## src/design/sqltok_pkg.sv

```systemverilog
// ---------------------------------------------------------------------------
// sqltok_pkg: shared types and constants of the sql byte tokenizer
// Token class codes, scanner mode codes, scanner state record, token record
// and the keyword lookup used by the scanner.
// ---------------------------------------------------------------------------
`default_nettype none

package sqltok_pkg;

  // default width of the byte position counter
  localparam int OFFSET_BITS_DEF = 32;

  // token field widths
  localparam int CLS_W   = 6;
  localparam int LEN_W   = 32;
  localparam int RES_MAX = 3;

  localparam logic [LEN_W-1:0] LEN_MAX = '1;

  // token classes
  localparam logic [CLS_W-1:0] CLS_STRAY  = 6'd0;
  localparam logic [CLS_W-1:0] CLS_LPAREN = 6'd1;
  localparam logic [CLS_W-1:0] CLS_RPAREN = 6'd2;
  localparam logic [CLS_W-1:0] CLS_COMMA  = 6'd3;
  localparam logic [CLS_W-1:0] CLS_SEMI   = 6'd4;
  localparam logic [CLS_W-1:0] CLS_STAR   = 6'd5;
  localparam logic [CLS_W-1:0] CLS_DOT    = 6'd6;
  localparam logic [CLS_W-1:0] CLS_EQ     = 6'd7;
  localparam logic [CLS_W-1:0] CLS_GT     = 6'd8;
  localparam logic [CLS_W-1:0] CLS_GE     = 6'd9;
  localparam logic [CLS_W-1:0] CLS_LT     = 6'd10;
  localparam logic [CLS_W-1:0] CLS_LE     = 6'd11;
  localparam logic [CLS_W-1:0] CLS_STR    = 6'd12;
  localparam logic [CLS_W-1:0] CLS_INT    = 6'd13;
  localparam logic [CLS_W-1:0] CLS_DEC    = 6'd14;
  localparam logic [CLS_W-1:0] CLS_IDENT  = 6'd15;
  localparam logic [CLS_W-1:0] CLS_KW_BY       = 6'd16;
  localparam logic [CLS_W-1:0] CLS_KW_ON       = 6'd17;
  localparam logic [CLS_W-1:0] CLS_KW_OR       = 6'd18;
  localparam logic [CLS_W-1:0] CLS_KW_IF       = 6'd19;
  localparam logic [CLS_W-1:0] CLS_KW_INT      = 6'd20;
  localparam logic [CLS_W-1:0] CLS_KW_ASC      = 6'd21;
  localparam logic [CLS_W-1:0] CLS_KW_AND      = 6'd22;
  localparam logic [CLS_W-1:0] CLS_KW_KEY      = 6'd23;
  localparam logic [CLS_W-1:0] CLS_KW_NOT      = 6'd24;
  localparam logic [CLS_W-1:0] CLS_KW_FROM     = 6'd25;
  localparam logic [CLS_W-1:0] CLS_KW_JOIN     = 6'd26;
  localparam logic [CLS_W-1:0] CLS_KW_DESC     = 6'd27;
  localparam logic [CLS_W-1:0] CLS_KW_NULL     = 6'd28;
  localparam logic [CLS_W-1:0] CLS_KW_INTO     = 6'd29;
  localparam logic [CLS_W-1:0] CLS_KW_TEXT     = 6'd30;
  localparam logic [CLS_W-1:0] CLS_KW_TABLE    = 6'd31;
  localparam logic [CLS_W-1:0] CLS_KW_WHERE    = 6'd32;
  localparam logic [CLS_W-1:0] CLS_KW_ORDER    = 6'd33;
  localparam logic [CLS_W-1:0] CLS_KW_FLOAT    = 6'd34;
  localparam logic [CLS_W-1:0] CLS_KW_INNER    = 6'd35;
  localparam logic [CLS_W-1:0] CLS_KW_CREATE   = 6'd36;
  localparam logic [CLS_W-1:0] CLS_KW_INSERT   = 6'd37;
  localparam logic [CLS_W-1:0] CLS_KW_SELECT   = 6'd38;
  localparam logic [CLS_W-1:0] CLS_KW_DELETE   = 6'd39;
  localparam logic [CLS_W-1:0] CLS_KW_EXISTS   = 6'd40;
  localparam logic [CLS_W-1:0] CLS_KW_VALUES   = 6'd41;
  localparam logic [CLS_W-1:0] CLS_KW_PRIMARY  = 6'd42;
  localparam logic [CLS_W-1:0] CLS_KW_VARCHAR  = 6'd43;
  localparam logic [CLS_W-1:0] CLS_KW_DATETIME = 6'd44;

  // characters with a role of their own
  localparam logic [7:0] CH_SPACE  = 8'h20;
  localparam logic [7:0] CH_CASE   = 8'h20;
  localparam logic [7:0] CH_BSLASH = 8'h5C;
  localparam logic [7:0] CH_USCORE = 8'h5F;
  localparam logic [7:0] CH_MINUS  = 8'h2D;
  localparam logic [7:0] CH_DOT    = 8'h2E;
  localparam logic [7:0] CH_SQUOTE = 8'h27;
  localparam logic [7:0] CH_DQUOTE = 8'h22;

  // longest keyword and saturation of the word length
  localparam int               KW_MAX_LEN = 8;
  localparam logic [3:0]       WCNT_FULL  = 4'd8;
  localparam logic [3:0]       WCNT_SAT   = 4'd9;

  // scanner modes
  typedef enum logic [7:0] {
    MODE_IDLE  = 8'b0000_0001,
    MODE_STR   = 8'b0000_0010,
    MODE_ESC   = 8'b0000_0100,
    MODE_NUM   = 8'b0000_1000,
    MODE_WORD  = 8'b0001_0000,
    MODE_MINUS = 8'b0010_0000,
    MODE_GT    = 8'b0100_0000,
    MODE_LT    = 8'b1000_0000
  } mode_t;

  // scanner state apart from the offsets
  typedef struct packed {
    mode_t             mode;
    logic              quote_dbl;
    logic              seen_dot;
    logic [63:0]       prefix;     // word bytes, first byte highest
    logic [3:0]        wcnt;
    logic [LEN_W-1:0]  raw_cnt;
    logic [LEN_W-1:0]  val_cnt;
  } scan_state_t;

  localparam scan_state_t SCAN_RESET = '{mode: MODE_IDLE, default: '0};

  // one result token
  typedef struct packed {
    logic [CLS_W-1:0] cls;
    logic [LEN_W-1:0] start;
    logic [LEN_W-1:0] raw;
    logic [LEN_W-1:0] val;
    logic             eot;
  } tok_t;

  // saturating length increment
  function automatic logic [LEN_W-1:0] sat_inc(input logic [LEN_W-1:0] v);
    return (v == LEN_MAX) ? v : v + LEN_W'(1);
  endfunction

  // keyword lookup on the lower-cased word prefix
  function automatic logic [CLS_W-1:0] kw_class(input logic [63:0] p,
                                                input logic [3:0]  n);
    logic [CLS_W-1:0] cls;
    cls = CLS_IDENT;
    if (n <= WCNT_FULL) begin
      case (p)
        {48'd0, "by"}:       cls = CLS_KW_BY;
        {48'd0, "on"}:       cls = CLS_KW_ON;
        {48'd0, "or"}:       cls = CLS_KW_OR;
        {48'd0, "if"}:       cls = CLS_KW_IF;
        {40'd0, "int"}:      cls = CLS_KW_INT;
        {40'd0, "asc"}:      cls = CLS_KW_ASC;
        {40'd0, "and"}:      cls = CLS_KW_AND;
        {40'd0, "key"}:      cls = CLS_KW_KEY;
        {40'd0, "not"}:      cls = CLS_KW_NOT;
        {32'd0, "from"}:     cls = CLS_KW_FROM;
        {32'd0, "join"}:     cls = CLS_KW_JOIN;
        {32'd0, "desc"}:     cls = CLS_KW_DESC;
        {32'd0, "null"}:     cls = CLS_KW_NULL;
        {32'd0, "into"}:     cls = CLS_KW_INTO;
        {32'd0, "text"}:     cls = CLS_KW_TEXT;
        {24'd0, "table"}:    cls = CLS_KW_TABLE;
        {24'd0, "where"}:    cls = CLS_KW_WHERE;
        {24'd0, "order"}:    cls = CLS_KW_ORDER;
        {24'd0, "float"}:    cls = CLS_KW_FLOAT;
        {24'd0, "inner"}:    cls = CLS_KW_INNER;
        {16'd0, "create"}:   cls = CLS_KW_CREATE;
        {16'd0, "insert"}:   cls = CLS_KW_INSERT;
        {16'd0, "select"}:   cls = CLS_KW_SELECT;
        {16'd0, "delete"}:   cls = CLS_KW_DELETE;
        {16'd0, "double"}:   cls = CLS_KW_FLOAT;
        {16'd0, "exists"}:   cls = CLS_KW_EXISTS;
        {16'd0, "values"}:   cls = CLS_KW_VALUES;
        {8'd0, "primary"}:   cls = CLS_KW_PRIMARY;
        {8'd0, "integer"}:   cls = CLS_KW_INT;
        {8'd0, "varchar"}:   cls = CLS_KW_VARCHAR;
        {8'd0, "decimal"}:   cls = CLS_KW_FLOAT;
        "datetime":          cls = CLS_KW_DATETIME;
        default:             cls = CLS_IDENT;
      endcase
    end
    return cls;
  endfunction

endpackage

`default_nettype wire

```

## src/design/sqltok_scan.sv

```systemverilog
// ---------------------------------------------------------------------------
// sqltok_scan: per-byte scanner step
// Takes the current scanner state and one byte, gives the next state and up
// to three tokens caused by that byte, in order.
// ---------------------------------------------------------------------------
`default_nettype none

module sqltok_scan #(
  parameter int OFFSET_BITS = sqltok_pkg::OFFSET_BITS_DEF
) (
  input  wire logic [7:0]               byte_i,
  input  wire logic                     last_i,
  input  wire sqltok_pkg::scan_state_t  st_i,
  input  wire logic [OFFSET_BITS-1:0]   pos_i,
  input  wire logic [OFFSET_BITS-1:0]   start_i,
  output sqltok_pkg::scan_state_t       st_o,
  output logic [OFFSET_BITS-1:0]        pos_o,
  output logic [OFFSET_BITS-1:0]        start_o,
  output sqltok_pkg::tok_t              tok_o [sqltok_pkg::RES_MAX],
  output logic [1:0]                    cnt_o
);

  localparam logic [OFFSET_BITS-1:0] POS_MAX = '1;

  // build a token record
  function automatic sqltok_pkg::tok_t mk_tok(
    input logic [sqltok_pkg::CLS_W-1:0] cls,
    input logic [OFFSET_BITS-1:0]       start,
    input logic [sqltok_pkg::LEN_W-1:0] raw,
    input logic [sqltok_pkg::LEN_W-1:0] val,
    input logic                         eot
  );
    sqltok_pkg::tok_t t;
    t.cls   = cls;
    t.start = sqltok_pkg::LEN_W'(start);
    t.raw   = raw;
    t.val   = val;
    t.eot   = eot;
    return t;
  endfunction

  logic c_space, c_digit, c_alpha, c_word;

  // byte classes
  always_comb begin
    c_space = byte_i inside {sqltok_pkg::CH_SPACE, [8'h09:8'h0D]};
    c_digit = byte_i inside {[8'h30:8'h39]};
    c_alpha = byte_i inside {[8'h41:8'h5A], [8'h61:8'h7A]};
    c_word  = c_alpha || c_digit || (byte_i == sqltok_pkg::CH_USCORE);
  end

  // scanner step: open token, fresh scan, then flush and end token on last
  always_comb begin
    sqltok_pkg::scan_state_t st;
    logic [OFFSET_BITS-1:0]  start;
    logic [OFFSET_BITS-1:0]  pos;
    logic [1:0]              n;
    logic                    rescan;
    logic [7:0]              quote;

    st     = st_i;
    start  = start_i;
    pos    = pos_i;
    n      = 2'd0;
    rescan = 1'b0;
    quote  = st_i.quote_dbl ? sqltok_pkg::CH_DQUOTE : sqltok_pkg::CH_SQUOTE;
    for (int i = 0; i < sqltok_pkg::RES_MAX; i++) begin
      tok_o[i] = '0;
    end

    // continue the open token
    case (st_i.mode)
      sqltok_pkg::MODE_STR: begin
        st.raw_cnt = sqltok_pkg::sat_inc(st_i.raw_cnt);
        if (byte_i == quote) begin
          tok_o[n] = mk_tok(sqltok_pkg::CLS_STR, start, st.raw_cnt, st_i.val_cnt, 1'b0);
          n = n + 2'd1;
          st.mode = sqltok_pkg::MODE_IDLE;
        end else if (byte_i == sqltok_pkg::CH_BSLASH) begin
          st.mode = sqltok_pkg::MODE_ESC;
        end else begin
          st.val_cnt = sqltok_pkg::sat_inc(st_i.val_cnt);
        end
      end
      sqltok_pkg::MODE_ESC: begin
        st.raw_cnt = sqltok_pkg::sat_inc(st_i.raw_cnt);
        st.val_cnt = sqltok_pkg::sat_inc(st_i.val_cnt);
        st.mode    = sqltok_pkg::MODE_STR;
      end
      sqltok_pkg::MODE_NUM: begin
        if (c_digit || (byte_i == sqltok_pkg::CH_DOT && !st_i.seen_dot)) begin
          if (byte_i == sqltok_pkg::CH_DOT) st.seen_dot = 1'b1;
          st.raw_cnt = sqltok_pkg::sat_inc(st_i.raw_cnt);
        end else begin
          tok_o[n] = mk_tok(st_i.seen_dot ? sqltok_pkg::CLS_DEC : sqltok_pkg::CLS_INT,
                            start, st_i.raw_cnt, st_i.raw_cnt, 1'b0);
          n = n + 2'd1;
          rescan = 1'b1;
        end
      end
      sqltok_pkg::MODE_WORD: begin
        if (c_word) begin
          if (st_i.wcnt < sqltok_pkg::WCNT_FULL)
            st.prefix = {st_i.prefix[55:0], byte_i | sqltok_pkg::CH_CASE};
          if (st_i.wcnt < sqltok_pkg::WCNT_SAT) st.wcnt = st_i.wcnt + 4'd1;
          st.raw_cnt = sqltok_pkg::sat_inc(st_i.raw_cnt);
        end else begin
          tok_o[n] = mk_tok(sqltok_pkg::kw_class(st_i.prefix, st_i.wcnt),
                            start, st_i.raw_cnt, st_i.raw_cnt, 1'b0);
          n = n + 2'd1;
          rescan = 1'b1;
        end
      end
      sqltok_pkg::MODE_MINUS: begin
        if (c_digit) begin
          st.mode     = sqltok_pkg::MODE_NUM;
          st.raw_cnt  = sqltok_pkg::LEN_W'(2);
          st.seen_dot = 1'b0;
        end else begin
          tok_o[n] = mk_tok(sqltok_pkg::CLS_STRAY, start, sqltok_pkg::LEN_W'(1),
                            sqltok_pkg::LEN_W'(1), 1'b0);
          n = n + 2'd1;
          rescan = 1'b1;
        end
      end
      sqltok_pkg::MODE_GT, sqltok_pkg::MODE_LT: begin
        if (byte_i == "=") begin
          tok_o[n] = mk_tok((st_i.mode == sqltok_pkg::MODE_GT) ? sqltok_pkg::CLS_GE
                                                               : sqltok_pkg::CLS_LE,
                            start, sqltok_pkg::LEN_W'(2), sqltok_pkg::LEN_W'(2), 1'b0);
          n = n + 2'd1;
          st.mode = sqltok_pkg::MODE_IDLE;
        end else begin
          tok_o[n] = mk_tok((st_i.mode == sqltok_pkg::MODE_GT) ? sqltok_pkg::CLS_GT
                                                               : sqltok_pkg::CLS_LT,
                            start, sqltok_pkg::LEN_W'(1), sqltok_pkg::LEN_W'(1), 1'b0);
          n = n + 2'd1;
          rescan = 1'b1;
        end
      end
      default: begin
        rescan = 1'b1;
      end
    endcase

    // fresh scan of the byte from idle
    if (rescan) begin
      st.mode = sqltok_pkg::MODE_IDLE;
      if (!c_space) begin
        case (byte_i)
          "(", ")", ",", ";", "*", ".", "=": begin
            case (byte_i)
              "(":     tok_o[n] = mk_tok(sqltok_pkg::CLS_LPAREN, pos, 32'd1, 32'd1, 1'b0);
              ")":     tok_o[n] = mk_tok(sqltok_pkg::CLS_RPAREN, pos, 32'd1, 32'd1, 1'b0);
              ",":     tok_o[n] = mk_tok(sqltok_pkg::CLS_COMMA, pos, 32'd1, 32'd1, 1'b0);
              ";":     tok_o[n] = mk_tok(sqltok_pkg::CLS_SEMI, pos, 32'd1, 32'd1, 1'b0);
              "*":     tok_o[n] = mk_tok(sqltok_pkg::CLS_STAR, pos, 32'd1, 32'd1, 1'b0);
              ".":     tok_o[n] = mk_tok(sqltok_pkg::CLS_DOT, pos, 32'd1, 32'd1, 1'b0);
              default: tok_o[n] = mk_tok(sqltok_pkg::CLS_EQ, pos, 32'd1, 32'd1, 1'b0);
            endcase
            n = n + 2'd1;
          end
          default: begin
            if (byte_i == ">" || byte_i == "<" || byte_i == sqltok_pkg::CH_SQUOTE ||
                byte_i == sqltok_pkg::CH_DQUOTE || byte_i == sqltok_pkg::CH_MINUS ||
                c_digit || c_alpha || byte_i == sqltok_pkg::CH_USCORE) begin
              // open a new token here
              start       = pos;
              st.raw_cnt  = sqltok_pkg::LEN_W'(1);
              st.val_cnt  = '0;
              st.seen_dot = 1'b0;
              st.prefix   = '0;
              st.wcnt     = '0;
              if (byte_i == ">") begin
                st.mode = sqltok_pkg::MODE_GT;
              end else if (byte_i == "<") begin
                st.mode = sqltok_pkg::MODE_LT;
              end else if (byte_i == sqltok_pkg::CH_SQUOTE ||
                           byte_i == sqltok_pkg::CH_DQUOTE) begin
                st.mode      = sqltok_pkg::MODE_STR;
                st.quote_dbl = (byte_i == sqltok_pkg::CH_DQUOTE);
              end else if (byte_i == sqltok_pkg::CH_MINUS) begin
                st.mode = sqltok_pkg::MODE_MINUS;
              end else if (c_digit) begin
                st.mode = sqltok_pkg::MODE_NUM;
              end else begin
                st.mode   = sqltok_pkg::MODE_WORD;
                st.prefix = {56'd0, byte_i | sqltok_pkg::CH_CASE};
                st.wcnt   = 4'd1;
              end
            end else begin
              tok_o[n] = mk_tok(sqltok_pkg::CLS_STRAY, pos, 32'd1, 32'd1, 1'b0);
              n = n + 2'd1;
            end
          end
        endcase
      end
    end

    // position advances, saturating
    if (pos != POS_MAX) pos = pos + OFFSET_BITS'(1);

    // last byte: flush the open token, then the end token, then start afresh
    if (last_i) begin
      case (st.mode)
        sqltok_pkg::MODE_ESC: begin
          tok_o[n] = mk_tok(sqltok_pkg::CLS_STR, start, st.raw_cnt,
                            sqltok_pkg::sat_inc(st.val_cnt), 1'b0);
          n = n + 2'd1;
        end
        sqltok_pkg::MODE_STR: begin
          tok_o[n] = mk_tok(sqltok_pkg::CLS_STR, start, st.raw_cnt, st.val_cnt, 1'b0);
          n = n + 2'd1;
        end
        sqltok_pkg::MODE_NUM: begin
          tok_o[n] = mk_tok(st.seen_dot ? sqltok_pkg::CLS_DEC : sqltok_pkg::CLS_INT,
                            start, st.raw_cnt, st.raw_cnt, 1'b0);
          n = n + 2'd1;
        end
        sqltok_pkg::MODE_WORD: begin
          tok_o[n] = mk_tok(sqltok_pkg::kw_class(st.prefix, st.wcnt),
                            start, st.raw_cnt, st.raw_cnt, 1'b0);
          n = n + 2'd1;
        end
        sqltok_pkg::MODE_MINUS: begin
          tok_o[n] = mk_tok(sqltok_pkg::CLS_STRAY, start, 32'd1, 32'd1, 1'b0);
          n = n + 2'd1;
        end
        sqltok_pkg::MODE_GT: begin
          tok_o[n] = mk_tok(sqltok_pkg::CLS_GT, start, 32'd1, 32'd1, 1'b0);
          n = n + 2'd1;
        end
        sqltok_pkg::MODE_LT: begin
          tok_o[n] = mk_tok(sqltok_pkg::CLS_LT, start, 32'd1, 32'd1, 1'b0);
          n = n + 2'd1;
        end
        default: begin
        end
      endcase
      tok_o[n] = mk_tok(sqltok_pkg::CLS_STRAY, pos, '0, '0, 1'b1);
      n = n + 2'd1;
      st    = sqltok_pkg::SCAN_RESET;
      start = '0;
      pos   = '0;
    end

    st_o    = st;
    start_o = start;
    pos_o   = pos;
    cnt_o   = n;
  end

endmodule

`default_nettype wire

```

## src/design/sql_byte_tokenizer_core.sv

```systemverilog
// ---------------------------------------------------------------------------
// sql_byte_tokenizer_core: streaming sql lexer
// Byte stream in, token stream out, with input and result registers.
// ---------------------------------------------------------------------------
// One byte of query text is taken per beat and scanned combinationally
// between the input register and a three-entry result buffer; tokens reach
// the output through those two registers after their closing byte. Bytes
// that cause at most one token each stream at one per clock while the result
// side takes every token; a byte that causes k tokens (up to three, at the
// last byte of a text) holds the input until the single result port has
// given all k tokens, one per beat. Whitespace is dropped, the last byte of
// a text flushes any open token, adds an end token and restarts at offset 0.
`default_nettype none

module sql_byte_tokenizer_core #(
  parameter int OFFSET_BITS = sqltok_pkg::OFFSET_BITS_DEF
) (
  input  wire logic         clk,
  input  wire logic         rst_n,
  // input bytes
  input  wire logic         in_tvalid,
  output logic              in_tready,
  input  wire logic [7:0]   in_tdata,   // [7:0] in_byte
  input  wire logic         in_tlast,   // in_last
  // result tokens
  output logic              out_tvalid,
  input  wire logic         out_tready,
  output logic [103:0]      out_tdata,  // [5:0] token_class, [37:6] token_start,
                                        // [69:38] raw_length, [101:70] value_length
  output logic              out_tuser,  // end_of_text
  output logic              out_tlast   // last_of_run
);

  // input register
  logic       in_vld_r;
  logic [7:0] in_byte_r;
  logic       in_last_r;

  // scanner state
  sqltok_pkg::scan_state_t st_r, st_nxt;
  logic [OFFSET_BITS-1:0]  pos_r, pos_nxt;
  logic [OFFSET_BITS-1:0]  start_r, start_nxt;

  // result buffer
  sqltok_pkg::tok_t res_r [sqltok_pkg::RES_MAX];
  sqltok_pkg::tok_t res_nxt [sqltok_pkg::RES_MAX];
  logic [1:0]       cnt_r, cnt_nxt;
  logic [1:0]       rd_r;

  logic out_beat, out_final, buf_free, adv;
  sqltok_pkg::tok_t cur_tok;

  sqltok_scan #(
    .OFFSET_BITS (OFFSET_BITS)
  ) u_scan (
    .byte_i  (in_byte_r),
    .last_i  (in_last_r),
    .st_i    (st_r),
    .pos_i   (pos_r),
    .start_i (start_r),
    .st_o    (st_nxt),
    .pos_o   (pos_nxt),
    .start_o (start_nxt),
    .tok_o   (res_nxt),
    .cnt_o   (cnt_nxt)
  );

  // handshakes
  always_comb begin
    out_beat  = out_tvalid && out_tready;
    out_final = (rd_r == cnt_r - 2'd1);
    buf_free  = (rd_r == cnt_r) || (out_beat && out_final);
    adv       = in_vld_r && buf_free;
    in_tready = !in_vld_r || adv;
  end

  // input register
  always_ff @(posedge clk) begin
    if (!rst_n) begin
      in_vld_r <= 1'b0;
    end else if (in_tready) begin
      in_vld_r <= in_tvalid;
    end
    if (in_tready && in_tvalid) begin
      in_byte_r <= in_tdata;
      in_last_r <= in_tlast;
    end
  end

  // scanner state and result buffer
  always_ff @(posedge clk) begin
    if (!rst_n) begin
      st_r    <= sqltok_pkg::SCAN_RESET;
      pos_r   <= '0;
      start_r <= '0;
      cnt_r   <= 2'd0;
      rd_r    <= 2'd0;
    end else if (adv) begin
      st_r    <= st_nxt;
      pos_r   <= pos_nxt;
      start_r <= start_nxt;
      cnt_r   <= cnt_nxt;
      rd_r    <= 2'd0;
    end else if (out_beat) begin
      rd_r <= rd_r + 2'd1;
    end
  end

  // token payload
  always_ff @(posedge clk) begin
    if (adv) begin
      for (int i = 0; i < sqltok_pkg::RES_MAX; i++) begin
        res_r[i] <= res_nxt[i];
      end
    end
  end

  // output beat
  always_comb begin
    cur_tok    = res_r[rd_r];
    out_tvalid = (rd_r != cnt_r);
    out_tdata  = {2'b00, cur_tok.val, cur_tok.raw, cur_tok.start, cur_tok.cls};
    out_tuser  = cur_tok.eot;
    out_tlast  = out_final;
  end

endmodule

`default_nettype wire

```

## config.mk

```make
export PLATFORM = sky130hd
export DESIGN_NAME = sql_byte_tokenizer_core
export DESIGN_NICKNAME = d
export VERILOG_FILES = /design/src/design/sqltok_pkg.sv /design/src/design/sqltok_scan.sv /design/src/design/sql_byte_tokenizer_core.sv
export SDC_FILE = /design/constraint.sdc
export NUM_CORES = 2
export LEC_CHECK = 0
export BUFFER_PORTS_ARGS = -buffer_cell sky130_fd_sc_hd__buf_2
export CORE_ASPECT_RATIO = 1.4
export CORE_MARGIN = 2
export CORE_UTILIZATION = 35
export DETAILED_ROUTE_END_ITERATION = 16
export MAX_ROUTING_LAYER = met4
export PLACE_DENSITY = 0.53
export RECOVER_POWER = 100
export SETUP_SLACK_MARGIN = 0.05
export SYNTH_ARGS = -nofsm -noshare
export SYNTH_HDL_FRONTEND = slang
export SYNTH_SLANG_ARGS = --single-unit
```

## constraint.sdc

```tcl
create_clock -name clk -period 14.4 [get_ports clk]
set_input_delay 2.16 -clock clk [delete_from_list [all_inputs] [get_ports clk]]
set_output_delay 2.16 -clock clk [all_outputs]
set_load 0.01 [all_outputs]
```

==> out/results.txt <==
The overall power consumption was 4.178 mW. The run finished, with violations left. The Yosys step of the flow raised 0 warnings.

Setup slack on the worst reg-to-reg path comes out at 3390 ps. The library cell appearing most often on the critical path was clkbuf_1. After synthesis, the largest family of logic cells by area is simple AND/OR/NAND/NOR gates. The number of placed instances, taps included, is 6085.

The initial core utilization was 0.3533. For this block, the via count after detailed routing is 40.97k. The path depth of the worst reg2reg path is 19. After floorplanning, the core was divided into 143 placement rows. By area the synthesized netlist is led by edfxtp_1, dfxtp_1, o21ai_0, nand2_1, mux2i_1. At the pin with the least slew margin, the transition time is 4814 ps. The share of final-layout standard cells stronger than drive strength 1 is 0.07161. The async set or reset register ratio after synthesis works out to 0. Synthesized-area fraction occupied by adder cells: 0.004565.

In this run the horizontal extent of the chip is 283.8 um. The final critical-path share of the clock period was 0.7648. STA classifies the critical path endpoint as a flop.

For the worst clock skew, the log shows 50.97 ps. For the max-slew violation total from the final report, the log shows 662. The highest cell delay on the worst timing path works out to 1990 ps. For the maximum achievable frequency, the log shows 90.80 MHz. The clock reaches the later pin of the worst-skew pair after 690 ps. The average detailed-routed wire length per instance is 32.11 um. The final reports fail on capacitance limit, slew limit. The detailed router's first-iteration violation count is 4719. Dividing the synthesized area by the synthesized cell count gives 8.008 sq um. The mapped netlist covers 38370 sq um.

The fraction of synthesized cell area in xor and xnor cells is 0.02054, and the signed area change from the synthesized netlist to the final layout is 9.976%. The root buffer cell chosen for the clock tree is clkbuf_16. The tools report the relative slew slack as -2.227.

The endpoint identified for the worst register-to-register timing path is res_r[0][5]. The final layout contains 4724 nets. The maximum number of pins on one net before global-route repair is 132, and the register clock-pin slew on the reported worst setup and hold paths is 70 ps. The die span in y was 395.8 um. Wire length of the first global-routing pass: 282500 um.

The tool flagged a number of max-cap violations equal to 19. Leaving out fill and tap cells, the most frequent cell in the layout is nand2_1. The final hold violation count is 0. Tracing the worst setup path back leads to its startpoint at in_byte_r[1]. The tools report the startpoint type of the worst setup path as a flop. Traced cell by cell, the critical path runs through o21ai_0, a2111oi_0, clkbuf_1, and2_0, nor3_1, nand3_1, clkbuf_1, ha_1, a21oi_1, o21bai_1, inv_1, ha_1, clkbuf_1, a21oi_1, clkbuf_1, a21oi_1, o21ai_0, o311ai_0, o21ai_0. Setup repair after global routing left no endpoint under its margin. For the core region area, the log shows 108600 sq um. The total power density per cell area is 99.02 nW/um^2. TritonCTS built the clock tree. Cell type with the highest aggregate area in the netlist: edfxtp_1. The final setup TNS was 0 ps.

The path category of the worst min-delay check was reg2reg. The complex-gate fraction of the synthesized area was 0.2556; the number of synthesized flops with an enable pin was 318. The fraction of the mapped netlist area in simple logic gates is 0.2581, and the number of antenna violations at the first check in global routing is 6. The first TritonRoute pass finished after 8 iterations. The run gives 4791 as the instance count of the mapped netlist.

The sequential element share of the synthesized area was 0.3600; the highest net fanout along the worst path was 45. Setup violations remaining at the end of the flow were counted as 0. The arrival time at the worst endpoint is 11400 ps, and the register bit count reported by yosys is 531. The number of library cell types mapped by synthesis is 101. The via count of the first global-routing pass came out at 38.66k.

The overall overflow remaining after global route is 0, and the full die area is 112300 sq um. The number of hold buffers added after CTS was 0. The number of clock buffers added by TritonCTS is 60. Global-route total usage across every layer: 0.3505.

The number of sinks handled by clock tree synthesis came out at 531. Post-CTS repair changed the size of 0 cells. For this run, design rule violations remaining after detail routing come to 0. Critical path start-end classification: reg2reg. CTS built an H-tree with a depth of 2.

The portion of netlist area occupied by mux cells is 0.05524. The average vias per placed instance came out at 6.606. Buffers added to address setup during post-CTS repair amount to 0. Leaving out filler cells and counting taps, the final layout contains 6202. The reg-to-reg critical path startpoint is in_byte_r[1]. The smallest clock period supported by the final layout is computed as 11010 ps.

Cell with the largest stage delay on the worst path: clkbuf_1. Across all hold checks on the routed design, the worst slack comes to 480.6 ps. Area fraction of the dominant cell type after synthesis: 0.2489. Fill cells in the final layout number 11.32k. The tools report the last weighted congestion value of the routability-driven placer as 1.073. Detailed placement ended at an HPWL of 141100 um.

The tools report the leakage power total as 12.80 nW. Among all flip-flop cells after synthesis, the most frequent one is edfxtp_1. The most critical setup path has its endpoint at res_r[0][5]. The run gives 14790 ps as the data required time of the worst path.

The buffer levels on the longest clock path is 3. VDD sags by at most 0.08291 mV. Wires add up to 199200 um.

121 I/O pins were placed. In the layout the commonest cells are nand2_1, nor2_1, o21ai_0. In this run the remaining antenna-violating nets after routing total 0. The number of I/O port buffers is 118.
## area by class of cell
class                   count  area (sq um)  area share
multi-input cells        3803         22950      0.5439
clock inverters            41         412.9    0.009785
well taps                1450          1814     0.04300
flip-flops and latches    531         13820      0.3275
clock buffers              72          1567     0.03712
repair buffers            262          1479     0.03505
diodes                      4         10.01   0.0002372
inverters                  39         147.6    0.003499
## worst min path at each step
stage	startpoint	endpoint	slack (ps)	cells after the start
after floorplan	start_r[16]	start_r[16]	450	2
after global placement	start_r[6]	start_r[6]	460	2
after detailed placement	start_r[27]	start_r[27]	470	2
after CTS	st_r[133]	st_r[133]	480	2
after global routing	st_r[133]	st_r[133]	500	2
final	st_r[133]	st_r[133]	480	2
## through the flow
stage               cell area, sq um  worst slack, ps  utilization
finish                         42200             3387       0.3885
global route                   42190             3108       0.3885
CTS                            42430             6684       0.3907
detailed placement             40450             6723       0.3725
global placement               40450             6849       0.3725
floorplan                      38370             1258            -
## registers in the layout (all words and copies together) (netlist names), named ones only
name	cells
start_r	32
in_byte_r	8
res_r	309
in_last_r	1
rd_r	2
in_vld_r	1
pos_r	32
st_r	142
cnt_r	2
## power breakdown
part           internal [mW]  total [mW]  switching [mW]
logic                  0.201       0.778           0.578
clock network          0.875        1.60           0.729
registers               1.74        1.80          0.0531
## Yosys cell counts, drive strengths merged, types with 28 or more instances
master	instances
a22o	112
dfxtp	213
xnor2	44
or2	28
mux2i	187
a221oi	59
nand2	592
edfxtp	318
nor4	108
o21ai	471
xor2	46
nand2b	43
or3	37
buf	58
a22oi	69
nand3	146
nor3	178
nand4	120
a211oi	40
o31ai	29
o211ai	36
nor2	465
nor2b	49
inv	36
a31oi	31
o22ai	78
o21a	36
or4	35
a21oi	267
and2	51
clkbuf	361
and3	50
## per-layer routing
metal,vias up,wire length [um],global-route usage
met4,0,19710,0.2804
met1,19850,70260,0.3778
met2,2332,94850,0.5772
li1,17990,-,-
met3,793,14320,0.05063
met5,-,0,-
## critical path, delay by kind of cell (launching register included)
kind	cells	cell delay, ps
fa+ha+maj	2	1420
flops	1	910
buf+inv	5	4400
simple gates	3	990
compound gates	9	2920
## cells by family (layout without fill, tap and decap cells)
group | Yosys count | in the layout
simple gates | 2011 | 2011
compound gates | 1477 | 1477
flops | 531 | 531
buf+inv | 458 | 414
mux | 209 | 209
xor+xnor | 90 | 90
fa+ha+maj | 14 | 14
other cells | 1 | 6
Power figures use the tool's default switching activity.
